## config.mk

```make
export PLATFORM = sky130hd
export DESIGN_NAME = bounding_sphere_merge_flat
export DESIGN_NICKNAME = d
export VERILOG_FILES = /design/src/rtl/bsm_pkg.sv /design/src/rtl/bsm_if.sv /design/src/rtl/bsm_mul.sv /design/src/rtl/bsm_isqrt.sv /design/src/rtl/bsm_div.sv /design/src/rtl/bounding_sphere_merge.sv /design/src/flat_wrapper.sv
export SDC_FILE = /design/constraint.sdc
export NUM_CORES = 2
export LEC_CHECK = 0
export BUFFER_PORTS_ARGS = -buffer_cell sky130_fd_sc_hd__buf_2
export CAP_MARGIN = 0
export CORE_MARGIN = 3
export CORE_UTILIZATION = 55
export CTS_CLUSTER_DIAMETER = 150
export DETAILED_ROUTE_END_ITERATION = 8
export MAX_ROUTING_LAYER = met4
export PLACE_DENSITY_LB_ADDON = 0.12
export SETUP_SLACK_MARGIN = 0.3
export SKIP_CTS_REPAIR_TIMING = 1
export SYNTH_ARGS = -nofsm -noshare
export SYNTH_HDL_FRONTEND = slang
export SYNTH_SLANG_ARGS = --single-unit
```

## constraint.sdc

```tcl
create_clock -name clock -period 14 [get_ports clock]
set_input_delay 1.4 -clock clock [delete_from_list [all_inputs] [get_ports clock]]
set_output_delay 1.4 -clock clock [all_outputs]
set_load 0.03 [all_outputs]
```

## src/rtl/bsm_pkg.sv

```systemverilog
package bsm_pkg;

   localparam int FRAC_BITS = 16;
   localparam int COORD_W   = 32;
   localparam int RAD_W     = 31;
   // per-axis difference and its magnitude
   localparam int DIFF_W    = COORD_W + 1;
   localparam int MAG_W     = COORD_W + 1;
   localparam int PROD_W    = 2 * MAG_W;
   // sum of three squares, padded to an even number of bits
   localparam int SUM_W     = PROD_W + 4;
   localparam int ROOT_W    = SUM_W / 2;
   // division numerator/denominator and quotient
   localparam int DIV_W     = ROOT_W + 2;
   localparam int QUOT_W    = FRAC_BITS + 1;

   typedef logic signed [COORD_W-1:0] coord_type;
   typedef logic [RAD_W-1:0]          radius_type;
   typedef logic [MAG_W-1:0]          mag_type;
   typedef logic [PROD_W-1:0]         prod_type;

endpackage

```

## src/rtl/bsm_if.sv

```systemverilog
interface bsm_req_if
   import bsm_pkg::*;
();
   logic       valid;
   logic       ready;
   coord_type  in_x;
   coord_type  in_y;
   coord_type  in_z;
   radius_type in_radius;
   coord_type  in_weight;
   logic       start_new;

   modport source (output valid, in_x, in_y, in_z, in_radius, in_weight, start_new,
                   input ready);
   modport sink   (input valid, in_x, in_y, in_z, in_radius, in_weight, start_new,
                   output ready);
endinterface

interface bsm_rsp_if
   import bsm_pkg::*;
();
   logic       valid;
   logic       ready;
   coord_type  out_x;
   coord_type  out_y;
   coord_type  out_z;
   radius_type out_radius;
   coord_type  out_weight;
   logic       saturated;

   modport source (output valid, out_x, out_y, out_z, out_radius, out_weight, saturated,
                   input ready);
   modport sink   (input valid, out_x, out_y, out_z, out_radius, out_weight, saturated,
                   output ready);
endinterface

```

## src/rtl/bsm_mul.sv

```systemverilog
// Shift-add multiplier: one multiplier bit per cycle.
module bsm_mul
   import bsm_pkg::*;
(
   input  logic     clock,
   input  logic     reset,
   input  logic     start,
   input  mag_type  a,
   input  mag_type  b,
   output prod_type product,
   output logic     done
);

   localparam int CNT_W = $clog2(MAG_W);

   mag_type          a_ff;
   mag_type          hi_ff, hi_in;
   mag_type          lo_ff, lo_in;
   logic [CNT_W-1:0] cnt_ff;
   logic             busy_ff;
   logic             done_ff;
   logic [MAG_W:0]   sum;

   always_comb begin
      sum   = {1'b0, hi_ff} + (lo_ff[0] ? {1'b0, a_ff} : {(MAG_W+1){1'b0}});
      hi_in = sum[MAG_W:1];
      lo_in = {sum[0], lo_ff[MAG_W-1:1]};
   end

   always_ff @(posedge clock) begin
      if (reset) begin
         busy_ff <= 1'b0;
         done_ff <= 1'b0;
         cnt_ff  <= '0;
      end else begin
         done_ff <= 1'b0;
         if (start) begin
            busy_ff <= 1'b1;
            cnt_ff  <= '0;
         end else if (busy_ff) begin
            cnt_ff <= cnt_ff + 1'b1;
            if (cnt_ff == CNT_W'(MAG_W - 1)) begin
               busy_ff <= 1'b0;
               done_ff <= 1'b1;
            end
         end
      end
   end

   always_ff @(posedge clock) begin
      if (start) begin
         a_ff  <= a;
         hi_ff <= '0;
         lo_ff <= b;
      end else if (busy_ff) begin
         hi_ff <= hi_in;
         lo_ff <= lo_in;
      end
   end

   assign product = {hi_ff, lo_ff};
   assign done    = done_ff;

endmodule

```

## src/rtl/bsm_isqrt.sv

```systemverilog
// Digit-by-digit integer square root, two radicand bits per cycle.
module bsm_isqrt
   import bsm_pkg::*;
(
   input  logic              clock,
   input  logic              reset,
   input  logic              start,
   input  logic [SUM_W-1:0]  radicand,
   output logic [ROOT_W-1:0] root,
   output logic              done
);

   localparam int REM_W = ROOT_W + 3;
   localparam int CNT_W = $clog2(ROOT_W);

   logic [SUM_W-1:0]  val_ff;
   logic [REM_W-1:0]  rem_ff;
   logic [ROOT_W-1:0] root_ff;
   logic [CNT_W-1:0]  cnt_ff;
   logic              busy_ff;
   logic              done_ff;
   logic [REM_W+1:0]  rsh;
   logic [REM_W+1:0]  trial;
   logic [REM_W+1:0]  diff;
   logic              ge;

   always_comb begin
      rsh   = {rem_ff, val_ff[SUM_W-1 -: 2]};
      trial = {{(REM_W-ROOT_W){1'b0}}, root_ff, 2'b01};
      ge    = (rsh >= trial);
      diff  = rsh - trial;
   end

   always_ff @(posedge clock) begin
      if (reset) begin
         busy_ff <= 1'b0;
         done_ff <= 1'b0;
         cnt_ff  <= '0;
      end else begin
         done_ff <= 1'b0;
         if (start) begin
            busy_ff <= 1'b1;
            cnt_ff  <= '0;
         end else if (busy_ff) begin
            cnt_ff <= cnt_ff + 1'b1;
            if (cnt_ff == CNT_W'(ROOT_W - 1)) begin
               busy_ff <= 1'b0;
               done_ff <= 1'b1;
            end
         end
      end
   end

   always_ff @(posedge clock) begin
      if (start) begin
         val_ff  <= radicand;
         rem_ff  <= '0;
         root_ff <= '0;
      end else if (busy_ff) begin
         val_ff  <= {val_ff[SUM_W-3:0], 2'b00};
         rem_ff  <= ge ? diff[REM_W-1:0] : rsh[REM_W-1:0];
         root_ff <= {root_ff[ROOT_W-2:0], ge};
      end
   end

   assign root = root_ff;
   assign done = done_ff;

endmodule

```

## src/rtl/bsm_div.sv

```systemverilog
// Restoring divider, one quotient bit per cycle. Caller guarantees num <= 2*den.
module bsm_div
   import bsm_pkg::*;
(
   input  logic              clock,
   input  logic              reset,
   input  logic              start,
   input  logic [DIV_W-1:0]  num,
   input  logic [DIV_W-1:0]  den,
   output logic [QUOT_W-1:0] quot,
   output logic              done
);

   localparam int CNT_W = $clog2(QUOT_W);

   logic [DIV_W:0]    rem_ff;
   logic [DIV_W-1:0]  den_ff;
   logic [QUOT_W-1:0] q_ff;
   logic [CNT_W-1:0]  cnt_ff;
   logic              busy_ff;
   logic              done_ff;
   logic              ge;
   logic [DIV_W:0]    rest;

   always_comb begin
      ge   = (rem_ff >= {1'b0, den_ff});
      rest = ge ? (rem_ff - {1'b0, den_ff}) : rem_ff;
   end

   always_ff @(posedge clock) begin
      if (reset) begin
         busy_ff <= 1'b0;
         done_ff <= 1'b0;
         cnt_ff  <= '0;
      end else begin
         done_ff <= 1'b0;
         if (start) begin
            busy_ff <= 1'b1;
            cnt_ff  <= '0;
         end else if (busy_ff) begin
            cnt_ff <= cnt_ff + 1'b1;
            if (cnt_ff == CNT_W'(QUOT_W - 1)) begin
               busy_ff <= 1'b0;
               done_ff <= 1'b1;
            end
         end
      end
   end

   always_ff @(posedge clock) begin
      if (start) begin
         rem_ff <= {1'b0, num};
         den_ff <= den;
         q_ff   <= '0;
      end else if (busy_ff) begin
         rem_ff <= {rest[DIV_W-1:0], 1'b0};
         q_ff   <= {q_ff[QUOT_W-2:0], ge};
      end
   end

   assign quot = q_ff;
   assign done = done_ff;

endmodule

```

## src/rtl/bounding_sphere_merge.sv

```systemverilog
// Empty, copy and equal-centre items skip the arithmetic; when one sphere contains the
// other, squaring and root run first; a true merge runs squaring, root, division and
// centre offsets on the bit-serial units, plus control states.
// One item in flight; input reopens with the result, and the next beat is taken while a
// result waits.
// Synchronous reset clears the running sphere and weight to zero.
module bounding_sphere_merge
   import bsm_pkg::*;
(
   input  logic   clock,
   input  logic   reset,
   bsm_req_if.sink   req,
   bsm_rsp_if.source rsp
);

   localparam logic [3:0] S_IDLE = 4'd0;
   localparam logic [3:0] S_PREP = 4'd1;
   localparam logic [3:0] S_SQGO = 4'd2;
   localparam logic [3:0] S_SQ   = 4'd3;
   localparam logic [3:0] S_SUM  = 4'd4;
   localparam logic [3:0] S_SQRT = 4'd5;
   localparam logic [3:0] S_CASE = 4'd6;
   localparam logic [3:0] S_DIV  = 4'd7;
   localparam logic [3:0] S_MVGO = 4'd8;
   localparam logic [3:0] S_MOV  = 4'd9;
   localparam logic [3:0] S_OUT  = 4'd10;

   localparam int W36 = ROOT_W + 1;
   localparam logic [QUOT_W-1:0] T_ONE = QUOT_W'(1) << FRAC_BITS;

   logic [3:0] state_ff, state_in;

   coord_type  acc_x_ff, acc_y_ff, acc_z_ff, acc_w_ff;
   radius_type acc_r_ff;
   coord_type  in_x_ff, in_y_ff, in_z_ff, in_w_ff;
   radius_type in_r_ff;
   logic       sat_ff;

   logic signed [DIFF_W-1:0] d_ff [3];
   mag_type                  mag_ff [3];
   logic [SUM_W-1:0]         sum_ff;
   logic [ROOT_W-1:0]        dist_ff;
   logic [QUOT_W-1:0]        t_ff;
   logic [W36-1:0]           rad_ff;
   logic [DIV_W-1:0]         num_ff, den_ff;

   logic       rsp_valid_ff;
   coord_type  rsp_x_ff, rsp_y_ff, rsp_z_ff, rsp_w_ff;
   radius_type rsp_r_ff;
   logic       rsp_sat_ff;

   // datapath helpers
   logic                     accept;
   coord_type                base_x, base_y, base_z, base_w;
   radius_type               base_r;
   logic signed [DIFF_W-1:0] dd [3];
   mag_type                  md [3];
   coord_type                acc_c [3];
   mag_type                  mul_b [3];
   prod_type                 prod [3];
   logic [2:0]               mul_done;
   logic                     mul_start;
   logic [ROOT_W-1:0]        root;
   logic                     sqrt_done;
   logic [QUOT_W-1:0]        quot;
   logic                     div_done;
   logic [W36-1:0]           dist_r2, dist_r1;
   logic [W36:0]             rad_sum;
   logic signed [MAG_W+1:0]  n_val [3];
   logic [MAG_W:0]           off [3];
   coord_type                n_clip [3];
   logic [2:0]               n_sat;
   logic [DIV_W-1:0]         num_c, den_c;

   assign accept    = (state_ff == S_IDLE) && req.valid;
   assign req.ready = (state_ff == S_IDLE);

   always_comb begin
      base_x = req.start_new ? '0 : acc_x_ff;
      base_y = req.start_new ? '0 : acc_y_ff;
      base_z = req.start_new ? '0 : acc_z_ff;
      base_r = req.start_new ? '0 : acc_r_ff;
      base_w = req.start_new ? '0 : acc_w_ff;
      if (base_w < req.in_weight) begin
         base_w = req.in_weight;
      end
   end

   assign acc_c[0] = acc_x_ff;
   assign acc_c[1] = acc_y_ff;
   assign acc_c[2] = acc_z_ff;

   always_comb begin
      dd[0] = DIFF_W'(in_x_ff) - DIFF_W'(acc_x_ff);
      dd[1] = DIFF_W'(in_y_ff) - DIFF_W'(acc_y_ff);
      dd[2] = DIFF_W'(in_z_ff) - DIFF_W'(acc_z_ff);
      for (int i = 0; i < 3; i++) begin
         md[i] = dd[i][DIFF_W-1] ? mag_type'(-dd[i]) : mag_type'(dd[i]);
      end
   end

   assign mul_start = (state_ff == S_SQGO) || (state_ff == S_MVGO);

   genvar g;
   generate
      for (g = 0; g < 3; g++) begin : g_axis
         assign mul_b[g] = (state_ff == S_SQGO) ? mag_ff[g] : MAG_W'(t_ff);
         bsm_mul u_mul (
            .clock   (clock),
            .reset   (reset),
            .start   (mul_start),
            .a       (mag_ff[g]),
            .b       (mul_b[g]),
            .product (prod[g]),
            .done    (mul_done[g])
         );
      end
   endgenerate

   bsm_isqrt u_isqrt (
      .clock    (clock),
      .reset    (reset),
      .start    (state_ff == S_SUM),
      .radicand (sum_ff),
      .root     (root),
      .done     (sqrt_done)
   );

   bsm_div u_div (
      .clock (clock),
      .reset (reset),
      .start (state_ff == S_CASE),
      .num   (num_ff),
      .den   (den_ff),
      .quot  (quot),
      .done  (div_done)
   );

   always_comb begin
      dist_r2 = W36'(dist_ff) + W36'(in_r_ff);
      dist_r1 = W36'(dist_ff) + W36'(acc_r_ff);
      rad_sum = (W36+1)'(dist_r1) + (W36+1)'(in_r_ff);
   end

   // divider operands taken from the fresh root so they are ready in S_CASE
   always_comb begin
      num_c = DIV_W'(root) + DIV_W'(in_r_ff) - DIV_W'(acc_r_ff);
      den_c = DIV_W'({root, 1'b0});
   end

   // centre move: a +/- floor(|d| * t >> FRAC_BITS), clipped to 32 bits
   always_comb begin
      for (int i = 0; i < 3; i++) begin
         off[i]   = prod[i][FRAC_BITS +: (MAG_W+1)];
         n_val[i] = d_ff[i][DIFF_W-1]
                  ? ((MAG_W+2)'(acc_c[i]) - $signed({1'b0, off[i]}))
                  : ((MAG_W+2)'(acc_c[i]) + $signed({1'b0, off[i]}));
         n_sat[i]  = 1'b1;
         n_clip[i] = n_val[i][COORD_W-1:0];
         if (n_val[i] > (MAG_W+2)'(32'sh7FFF_FFFF)) begin
            n_clip[i] = 32'sh7FFF_FFFF;
         end else if (n_val[i] < -(MAG_W+2)'(33'sh0_8000_0000)) begin
            n_clip[i] = 32'sh8000_0000;
         end else begin
            n_sat[i] = 1'b0;
         end
      end
   end

   always_comb begin
      state_in = state_ff;
      unique case (state_ff)
         S_IDLE: if (accept) state_in = S_PREP;
         S_PREP: begin
            if (in_r_ff == '0 || acc_r_ff == '0 || (dd[0] == '0 && dd[1] == '0 && dd[2] == '0))
               state_in = S_OUT;
            else
               state_in = S_SQGO;
         end
         S_SQGO: state_in = S_SQ;
         S_SQ:   if (mul_done[0]) state_in = S_SUM;
         S_SUM:  state_in = S_SQRT;
         S_SQRT: if (sqrt_done) state_in = S_CASE;
         S_CASE: begin
            if ((W36'(acc_r_ff) > dist_r2) || (dist_r1 < W36'(in_r_ff)))
               state_in = S_OUT;
            else
               state_in = S_DIV;
         end
         S_DIV:  if (div_done) state_in = S_MVGO;
         S_MVGO: state_in = S_MOV;
         S_MOV:  if (mul_done[0]) state_in = S_OUT;
         S_OUT:  if (!rsp_valid_ff || rsp.ready) state_in = S_IDLE;
         default: state_in = S_IDLE;
      endcase
   end

   always_ff @(posedge clock) begin
      if (reset) begin
         state_ff     <= S_IDLE;
         rsp_valid_ff <= 1'b0;
         acc_x_ff     <= '0;
         acc_y_ff     <= '0;
         acc_z_ff     <= '0;
         acc_r_ff     <= '0;
         acc_w_ff     <= '0;
         sat_ff       <= 1'b0;
      end else begin
         state_ff <= state_in;
         if (state_ff == S_OUT && (!rsp_valid_ff || rsp.ready)) begin
            rsp_valid_ff <= 1'b1;
         end else if (rsp_valid_ff && rsp.ready) begin
            rsp_valid_ff <= 1'b0;
         end
         unique case (state_ff)
            S_IDLE: begin
               if (accept) begin
                  acc_x_ff <= base_x;
                  acc_y_ff <= base_y;
                  acc_z_ff <= base_z;
                  acc_r_ff <= base_r;
                  acc_w_ff <= base_w;
                  sat_ff   <= 1'b0;
               end
            end
            S_PREP: begin
               if (in_r_ff != '0) begin
                  if (acc_r_ff == '0) begin
                     acc_x_ff <= in_x_ff;
                     acc_y_ff <= in_y_ff;
                     acc_z_ff <= in_z_ff;
                     acc_r_ff <= in_r_ff;
                     acc_w_ff <= in_w_ff;
                  end else if (dd[0] == '0 && dd[1] == '0 && dd[2] == '0) begin
                     if (in_r_ff > acc_r_ff) acc_r_ff <= in_r_ff;
                  end
               end
            end
            S_CASE: begin
               // input containing the running sphere replaces it
               if (!(W36'(acc_r_ff) > dist_r2) && (dist_r1 < W36'(in_r_ff))) begin
                  acc_x_ff <= in_x_ff;
                  acc_y_ff <= in_y_ff;
                  acc_z_ff <= in_z_ff;
                  acc_r_ff <= in_r_ff;
               end
            end
            S_MOV: begin
               if (mul_done[0]) begin
                  acc_x_ff <= n_clip[0];
                  acc_y_ff <= n_clip[1];
                  acc_z_ff <= n_clip[2];
                  if (rad_ff > W36'(31'h7FFF_FFFF)) begin
                     acc_r_ff <= 31'h7FFF_FFFF;
                     sat_ff   <= 1'b1;
                  end else begin
                     acc_r_ff <= rad_ff[RAD_W-1:0];
                     sat_ff   <= |n_sat;
                  end
               end
            end
            default: ;
         endcase
      end
   end

   always_ff @(posedge clock) begin
      if (accept) begin
         in_x_ff <= req.in_x;
         in_y_ff <= req.in_y;
         in_z_ff <= req.in_z;
         in_r_ff <= req.in_radius;
         in_w_ff <= req.in_weight;
      end
      if (state_ff == S_PREP) begin
         for (int i = 0; i < 3; i++) begin
            d_ff[i]   <= dd[i];
            mag_ff[i] <= md[i];
         end
      end
      if (state_ff == S_SQ && mul_done[0]) begin
         sum_ff <= SUM_W'(prod[0]) + SUM_W'(prod[1]) + SUM_W'(prod[2]);
      end
      if (state_ff == S_SQRT && sqrt_done) begin
         dist_ff <= root;
      end
      if (state_ff == S_CASE) begin
         rad_ff <= rad_sum[W36:1];
      end
      if (state_ff == S_SQRT && sqrt_done) begin
         num_ff <= num_c;
         den_ff <= den_c;
      end
      if (state_ff == S_DIV && div_done) begin
         t_ff <= (quot > T_ONE) ? T_ONE : quot;
      end
      if (state_ff == S_OUT && (!rsp_valid_ff || rsp.ready)) begin
         rsp_x_ff   <= acc_x_ff;
         rsp_y_ff   <= acc_y_ff;
         rsp_z_ff   <= acc_z_ff;
         rsp_r_ff   <= acc_r_ff;
         rsp_w_ff   <= acc_w_ff;
         rsp_sat_ff <= sat_ff;
      end
   end

   assign rsp.valid      = rsp_valid_ff;
   assign rsp.out_x      = rsp_x_ff;
   assign rsp.out_y      = rsp_y_ff;
   assign rsp.out_z      = rsp_z_ff;
   assign rsp.out_radius = rsp_r_ff;
   assign rsp.out_weight = rsp_w_ff;
   assign rsp.saturated  = rsp_sat_ff;

endmodule

```

## src/flat_wrapper.sv

```systemverilog
// flat-port wrapper written by rule: the top's interface ports become plain ports
module bounding_sphere_merge_flat import bsm_pkg::*;
  (clock, reset, req_valid, req_in_x, req_in_y, req_in_z, req_in_radius, req_in_weight, req_start_new, req_ready, rsp_valid, rsp_out_x, rsp_out_y, rsp_out_z, rsp_out_radius, rsp_out_weight, rsp_saturated, rsp_ready);
  bsm_req_if req_i ();
  bsm_rsp_if rsp_i ();
  input  logic clock;
  input  logic reset;
  input wire logic [$bits(req_i.valid)-1:0] req_valid;
  input wire logic [$bits(req_i.in_x)-1:0] req_in_x;
  input wire logic [$bits(req_i.in_y)-1:0] req_in_y;
  input wire logic [$bits(req_i.in_z)-1:0] req_in_z;
  input wire logic [$bits(req_i.in_radius)-1:0] req_in_radius;
  input wire logic [$bits(req_i.in_weight)-1:0] req_in_weight;
  input wire logic [$bits(req_i.start_new)-1:0] req_start_new;
  output wire logic [$bits(req_i.ready)-1:0] req_ready;
  output wire logic [$bits(rsp_i.valid)-1:0] rsp_valid;
  output wire logic [$bits(rsp_i.out_x)-1:0] rsp_out_x;
  output wire logic [$bits(rsp_i.out_y)-1:0] rsp_out_y;
  output wire logic [$bits(rsp_i.out_z)-1:0] rsp_out_z;
  output wire logic [$bits(rsp_i.out_radius)-1:0] rsp_out_radius;
  output wire logic [$bits(rsp_i.out_weight)-1:0] rsp_out_weight;
  output wire logic [$bits(rsp_i.saturated)-1:0] rsp_saturated;
  input wire logic [$bits(rsp_i.ready)-1:0] rsp_ready;
  assign req_i.valid = req_valid;
  assign req_i.in_x = req_in_x;
  assign req_i.in_y = req_in_y;
  assign req_i.in_z = req_in_z;
  assign req_i.in_radius = req_in_radius;
  assign req_i.in_weight = req_in_weight;
  assign req_i.start_new = req_start_new;
  assign req_ready = req_i.ready;
  assign rsp_valid = rsp_i.valid;
  assign rsp_out_x = rsp_i.out_x;
  assign rsp_out_y = rsp_i.out_y;
  assign rsp_out_z = rsp_i.out_z;
  assign rsp_out_radius = rsp_i.out_radius;
  assign rsp_out_weight = rsp_i.out_weight;
  assign rsp_saturated = rsp_i.saturated;
  assign rsp_i.ready = rsp_ready;
  bounding_sphere_merge u_core (.clock(clock), .reset(reset), .req(req_i), .rsp(rsp_i));
endmodule
```

Yosys cells after proc, flatten, opt, wreduce, memory -nomap -nowiden --
Memories as Yosys holds them, arrays and structs flattened. Cells that the tools add are included.
Storage, ports and cells: bits in registers 1246, bits in latches 0, memory bits (writable) 198, ROM bits 0, output and inout port bits 162, logic and storage cells 276, memories 2
Cells by class: $add $sub $neg 29, multiply operators 0, div/mod/pow operators 0, $lt $le $gt $ge 14, eq/ne operators 27, shifts and indexed selects 0, multiplexer cells 104, bitwise gates (word level) 3, reductions and logical operators 44
Memories:
- u_core.d_ff | words 3, width 33, rd ports 3, clocked after memory_dff 0, write ports 3, RTL line bounding_sphere_merge.sv:39 | logic signed [DIFF_W-1:0] d_ff [3];
- u_core.mag_ff | words 3, width 33, rd ports 3, clocked after memory_dff 0, write ports 3, RTL line bounding_sphere_merge.sv:40 | mag_type mag_ff [3];
Operator list (number):
- 32-bit two-way mux | 25
- 33-bit two-way mux | 15
- 32-bit case mux with 4 select lines | 3
- 31-bit two-way mux | 9
- 70-bit two-way mux | 2
- 31-bit case mux with 4 select lines | 1
- 37-bit two-way mux | 3
- 35-bit by 31-bit adder with 36-bit output | 3
- 32-bit by 35-bit adder with 35-bit output | 3
- 35-bit by 32-bit > comparator with 1-bit output, second input constant | 3
- 35-bit by 32-bit less-than comparator with 1-bit output, second input constant | 3
- 35-bit two-way mux | 3
- 32-bit by 35-bit subtractor with 35-bit output | 3
- 33-bit by 34-bit adder with 34-bit output | 3
- 33-bit logical NOT | 3
- 33-bit negation | 3
- 32-bit by 32-bit subtractor with 33-bit output | 3
- 70-bit by 66-bit adder with 70-bit output | 1
- 66-bit by 66-bit adder with 67-bit output | 1
- 32-bit case mux with 2 select lines | 1
- 31-bit logical NOT | 2
- 4-bit case mux with 11 select lines | 1
- 40-bit by 37-bit greater-or-equal comparator with 1-bit output | 1
- 38-bit by 36-bit greater-or-equal comparator with 1-bit output | 1
- other kinds (40) | 125

Longest topological paths before layout --
depth after elaboration 9, mapped depth 29, gate-level depth less buffers 27

Cells and area by module --
A second synthesis with hierarchy kept.
Unflattened totals: cells, all modules 9215, area total of the unflattened synthesis 91305.1 sq um
By module, submodules not included:
- bounding_sphere_merge | instances 1, cells an instance 6124, area each 58955.3 sq um
- bsm_mul (u_core.g_axis[0].u_mul ...) | instances 2, cells an instance 557, area each 5868.1 sq um
- bsm_isqrt | instances 1, cells an instance 866, area each 8587.0 sq um
- bsm_div | instances 1, cells an instance 583, area each 6217.2 sq um
- bsm_mul (u_core.g_axis[2].u_mul) | instances 1, cells an instance 528, area each 5809.3 sq um

Least setup slack after synthesis --
OpenSTA, ideal clock, no wires.
path kind input port to flip-flop, start input rsp_ready, end register u_core.rsp_r_ff[0] (netlist: u_core.rsp.out_radius[0]) (enable), library setup time 700 ps, arrival 8564 ps, setup slack 4736 ps, stages 2, path buffers 0, cell sequence nand2b_1 > nor2b_1
On the way: longest elaborated chain between the ends 2
Ends and longest elaborated chain:
- start, declared | RTL line flat_wrapper.sv:23 | input wire logic [$bits(rsp_i.ready)-1:0] rsp_ready;
- 1-bit logical OR | RTL line bounding_sphere_merge.sv:297 | if (state_ff == S_OUT && (!rsp_valid_ff || rsp.ready)) begin
- 1-bit logical AND | RTL line bounding_sphere_merge.sv:297
- end signal, assigned | RTL line bounding_sphere_merge.sv:301 | rsp_r_ff <= acc_r_ff;
- end, declared | RTL line bounding_sphere_merge.sv:49 | radius_type rsp_r_ff;
No other way between the ends. A chain may end at the register's enable or synchronous reset.

Worst setup path after layout --
start register u_core.dist_ff[0], end register u_core.acc_x_ff[18]
On the way: longest elaborated chain between the ends 6, elaborated cells between the ends (all ways) 8, those cells by class add/sub: 2; order compare: 2; eq/ne: 1; reduce/logical: 3
Ends and longest elaborated chain:
- start, declared | RTL line bounding_sphere_merge.sv:42 | logic [ROOT_W-1:0] dist_ff;
- start signal, assigned | RTL line bounding_sphere_merge.sv:285 | dist_ff <= root;
- 35-bit by 31-bit adder with 36-bit output | RTL line bounding_sphere_merge.sv:140 | dist_r2 = W36'(dist_ff) + W36'(in_r_ff);
- 31-bit by 36-bit > comparator with 1-bit output | RTL line bounding_sphere_merge.sv:241 | if (!(W36'(acc_r_ff) > dist_r2) && (dist_r1 < W36'(in_r_ff))) begin
- 1-bit logical NOT | RTL line bounding_sphere_merge.sv:241
- 1-bit logical AND (*) | RTL line bounding_sphere_merge.sv:241
- 2-bit by 1-bit inequality test with 1-bit output (no source line) (*)
- 7-bit AND reduction (no source line) (*)
- end signal, assigned | RTL line bounding_sphere_merge.sv:229 | acc_x_ff <= in_x_ff;
- end signal, assigned | RTL line bounding_sphere_merge.sv:242 | acc_x_ff <= in_x_ff;
- end signal, assigned | RTL line bounding_sphere_merge.sv:250 | acc_x_ff <= n_clip[0];
- end, declared | RTL line bounding_sphere_merge.sv:33 | coord_type acc_x_ff, acc_y_ff, acc_z_ff, acc_w_ff;
Mark *: on every way between the ends. The rest lies on a longest branch, timed or not.

==> impl_metrics.json <==
{
  "htreeDepth": 4,
  "antenna_found_initial": 22,
  "synthDistinctLibCells": 98,
  "clkPwrFrac": 0.165,
  "overflow": 0,
  "yosys.area.top_type": "edfxtp_1",
  "rrSetupSlack_ns": 6.33,
  "cts_buffers": 152,
  "ys_ff_latch": 1346,
  "crit_end": "u_core.acc_x_ff[18]$_SDFFE_PP0P_",
  "track_usage": 0.346,
  "port-buffer-count": 325,
  "clockBufferDepth": 3,
  "vias": 75400,
  "grt_pass1_wl_um": 435000,
  "worstReg2RegEnd": "u_core.acc_x_ff[18]$_SDFFE_PP0P_",
  "avgSynthCellArea_um2": 9.41,
  "grt_max_degree": 129,
  "critPathCaptureType": "flip-flop",
  "peakVddDrop_uv": 194,
  "clk_latency_ns": 0.84,
  "multi_input_area_mm2": 0.0503,
  "timing.rr.start": "u_core.dist_ff[0]$_DFFE_PP_",
  "drc": 0,
  "die_height_um": 410,
  "drt_iter0_drc": 8116,
  "synth_top_area_frac": 0.319,
  "p_sw_uw": 11700,
  "worst_setup_path_start_kind": "flip-flop",
  "synth_nets": 10500,
  "root_buffer": "clkbuf_16",
  "fmax_mhz": 130,
  "hold_class": "reg2reg",
  "coreArea_mm2": 0.161,
  "cts.reportedPaths.clkPinSlew_ns": 0.06,
  "required_ns": 14.71,
  "wl_per_cell_um": 24.0,
  "slew_headroom": 0.201,
  "yosysMostFrequentCell": "edfxtp_1",
  "hold_viol_final": 0,
  "finalCriticalPeriod_ns": 7.67,
  "synthTopCellsByArea": "edfxtp_1 (32%), ha_1 (11%), dfxtp_1 (8.7%)",
  "crit_family": "compound AO/OA/AOI/OAI gates",
  "synth_edf_count": 954,
  "fin_skew_ns": 0.0511,
  "die_x_um": 410,
  "antenna_left": 0,
  "async_flop_share": 0,
  "p_leak_uw": 0.0405,
  "tritoncts": "done",
  "dp_cells": 11800,
  "clock-sinks": 1346,
  "swShare": 0.458,
  "drt_pass1_iterations": 7,
  "dp_slack_ns": 6.33,
  "start_util": 0.557,
  "combPwrFrac": 0.557,
  "p_int_uw": 13900,
  "io_pins": 326,
  "seqPwrFrac": 0.278,
  "synthFlopType": "edfxtp_1",
  "synth_commonest_cells": "edfxtp_1 (954), nor2_1 (902), a21oi_1 (843), ha_1 (797), nand2_1 (792)",
  "synth_seq_area_share": 0.406,
  "place_congestion": 0.988,
  "worst_pin_slew_ns": 1.20,
  "avgViaCountPerCell": 6.24,
  "std_cell_rows": 147,
  "nFillCells": 13900,
  "path_max_fanout": 74,
  "critPathMaxStageDelay_ns": 0.80,
  "rsz0062_at_grt": "false",
  "cp_num_cells": 26,
  "hpwl_um": 223000,
  "fin_nets": 10800,
  "utilization": 0.614,
  "drive_gt1_frac": 0.0787,
  "setup_tns_ns": 0,
  "arrival_ns": 8.38,
  "setup_ws_ns": 6.33,
  "yosys_warnings": 0,
  "regArea_mm2": 0.0365,
  "netlist_area_mm2": 0.0899,
  "crit_type": "reg2reg",
  "maxCapViolCount": 0,
  "fin_crit_sh": 0.548,
  "dieArea_mm2": 0.168,
  "area_growth_pct": 10.3,
  "fin_hold_ws_ns": 0.430,
  "cp_slowest_cell": "buf_4",
  "setup_violations": 0,
  "status": "completed",
  "slew_viol_final": 0,
  "wl_um": 290000,
  "rr_worst_depth": 26,
  "power_density_mw_per_mm2": 258,
  "path_buf_inv": 2,
  "critPathLaunch": "u_core.dist_ff[0]$_DFFE_PP_",
  "syn_inst": 9554,
  "grt_pass1_vias": 70300,
  "fin_cells": 12100
}
## cell usage in the layout, fill, tap and decap left out, types with 25 or more instances in the layout
| cell type | n |
|---|---|
| clkbuf_16 | 156 |
| a21oi_1 | 839 |
| o21bai_1 | 97 |
| a211o_1 | 49 |
| nor2_1 | 902 |
| o21a_1 | 103 |
| a31oi_1 | 107 |
| and4_1 | 26 |
| nor3_1 | 178 |
| dfxtp_1 | 390 |
| a22o_1 | 51 |
| nand2_1 | 788 |
| buf_4 | 91 |
| a221oi_1 | 62 |
| a211oi_1 | 144 |
| mux2i_1 | 165 |
| nand2b_1 | 120 |
| o31ai_1 | 43 |
| and2_1 | 142 |
| xnor2_1 | 525 |
| ha_1 | 797 |
| edfxtp_1 | 954 |
| and3_1 | 61 |
| nor4_1 | 45 |
| or2_2 | 26 |
| a21o_1 | 364 |
| nor2b_1 | 165 |
| inv_1 | 501 |
| nand3_1 | 136 |
| xor2_1 | 253 |
| or3_1 | 58 |
| o21ai_0 | 456 |
| a21boi_0 | 25 |
| o211ai_1 | 49 |
| buf_2 | 324 |
| a311oi_1 | 65 |
| nand4_1 | 122 |
## cells by family (layout without fill, tap and decap cells)
logic type	count (synthesis)	count (layout)	share of synthesized area
AO/OA/AOI/OAI	2722	2722	0.198
XOR/XNOR	778	778	0.0758
adder cells (fa/ha/maj)	814	814	0.115
buffers and inverters	857	1209	0.0364
flip-flops	1346	1346	0.406
multiplexers	169	169	0.0189
other	1	14	0.0000417
AND/OR/NAND/NOR	2867	2867	0.150
## registers in the layout, summed over array words and instances (netlist names), 35 cells and up
signal,cells
u_core.g_axis.u_mul.a_ff,99
u_core.g_axis.u_mul.hi_ff,99
u_core.g_axis.u_mul.lo_ff,99
u_core.mag_ff,99
u_core.u_isqrt.val_ff,70
u_core.sum_ff,68
u_core.u_div.rem_ff,38
u_core.u_isqrt.rem_ff,38
u_core.num_ff,37
u_core.rad_ff,36
u_core.dist_ff,35
u_core.u_div.den_ff,35
u_core.u_isqrt.root,35
## metrics by stage
| stage | instance area, um2 | total power [uW] |
|---|---|---|
| floorplan | 89900 | 17200 |
| finish | 99100 | 25600 |
| CTS | 99100 | 25400 |
| global route | 99100 | 27300 |
| global placement | 93800 | 20900 |
| detailed placement | 93800 | 21100 |
## power by group through the flow
stage	logic (uW)	clock network, uW	registers (uW)
after floorplan	10600	0	6600
after detailed placement	13900	0	7140
after global placement	13700	0	7130
after CTS	14000	4300	7070
final	14300	4240	7120
after global routing	15700	4470	7160
## area by class of cell
type                            instances  share of cell area
Multi-Input combinational cell       7351               0.508
Sequential cell                      1346               0.368
Clock buffer                          190              0.0418
Tap cell                             2160              0.0273
Timing Repair Buffer                  418              0.0238
Inverter                              506              0.0193
Clock inverter                         95              0.0119
Antenna cell                           13            0.000328
## how the worst min path moves through the flow
stage,startpoint,cells after the start,slack [ns],to
final,u_core.sat_ff$_SDFFE_PP0P_,0,0.43,u_core.rsp.saturated$_DFFE_PP_
after detailed placement,u_core.sat_ff$_SDFFE_PP0P_,0,0.41,u_core.rsp.saturated$_DFFE_PP_
after global routing,u_core.sat_ff$_SDFFE_PP0P_,0,0.44,u_core.rsp.saturated$_DFFE_PP_
after global placement,u_core.sat_ff$_SDFFE_PP0P_,0,0.41,u_core.rsp.saturated$_DFFE_PP_
after CTS,u_core.sat_ff$_SDFFE_PP0P_,0,0.43,u_core.rsp.saturated$_DFFE_PP_
after floorplan,u_core.sat_ff$_SDFFE_PP0P_,0,0.40,u_core.rsp.saturated$_DFFE_PP_
## metal layers
metal  up-vias  part of all wire  wire (um)  global-route usage
met5         -                 0          0                   -
met2      3247              0.42     121000               0.491
met3       377             0.091      26400              0.0528
met1     36300              0.46     134000               0.510
li1      35500                 -          -                   -
met4         0             0.029       8410               0.101
Power figures use the tool's default switching activity.
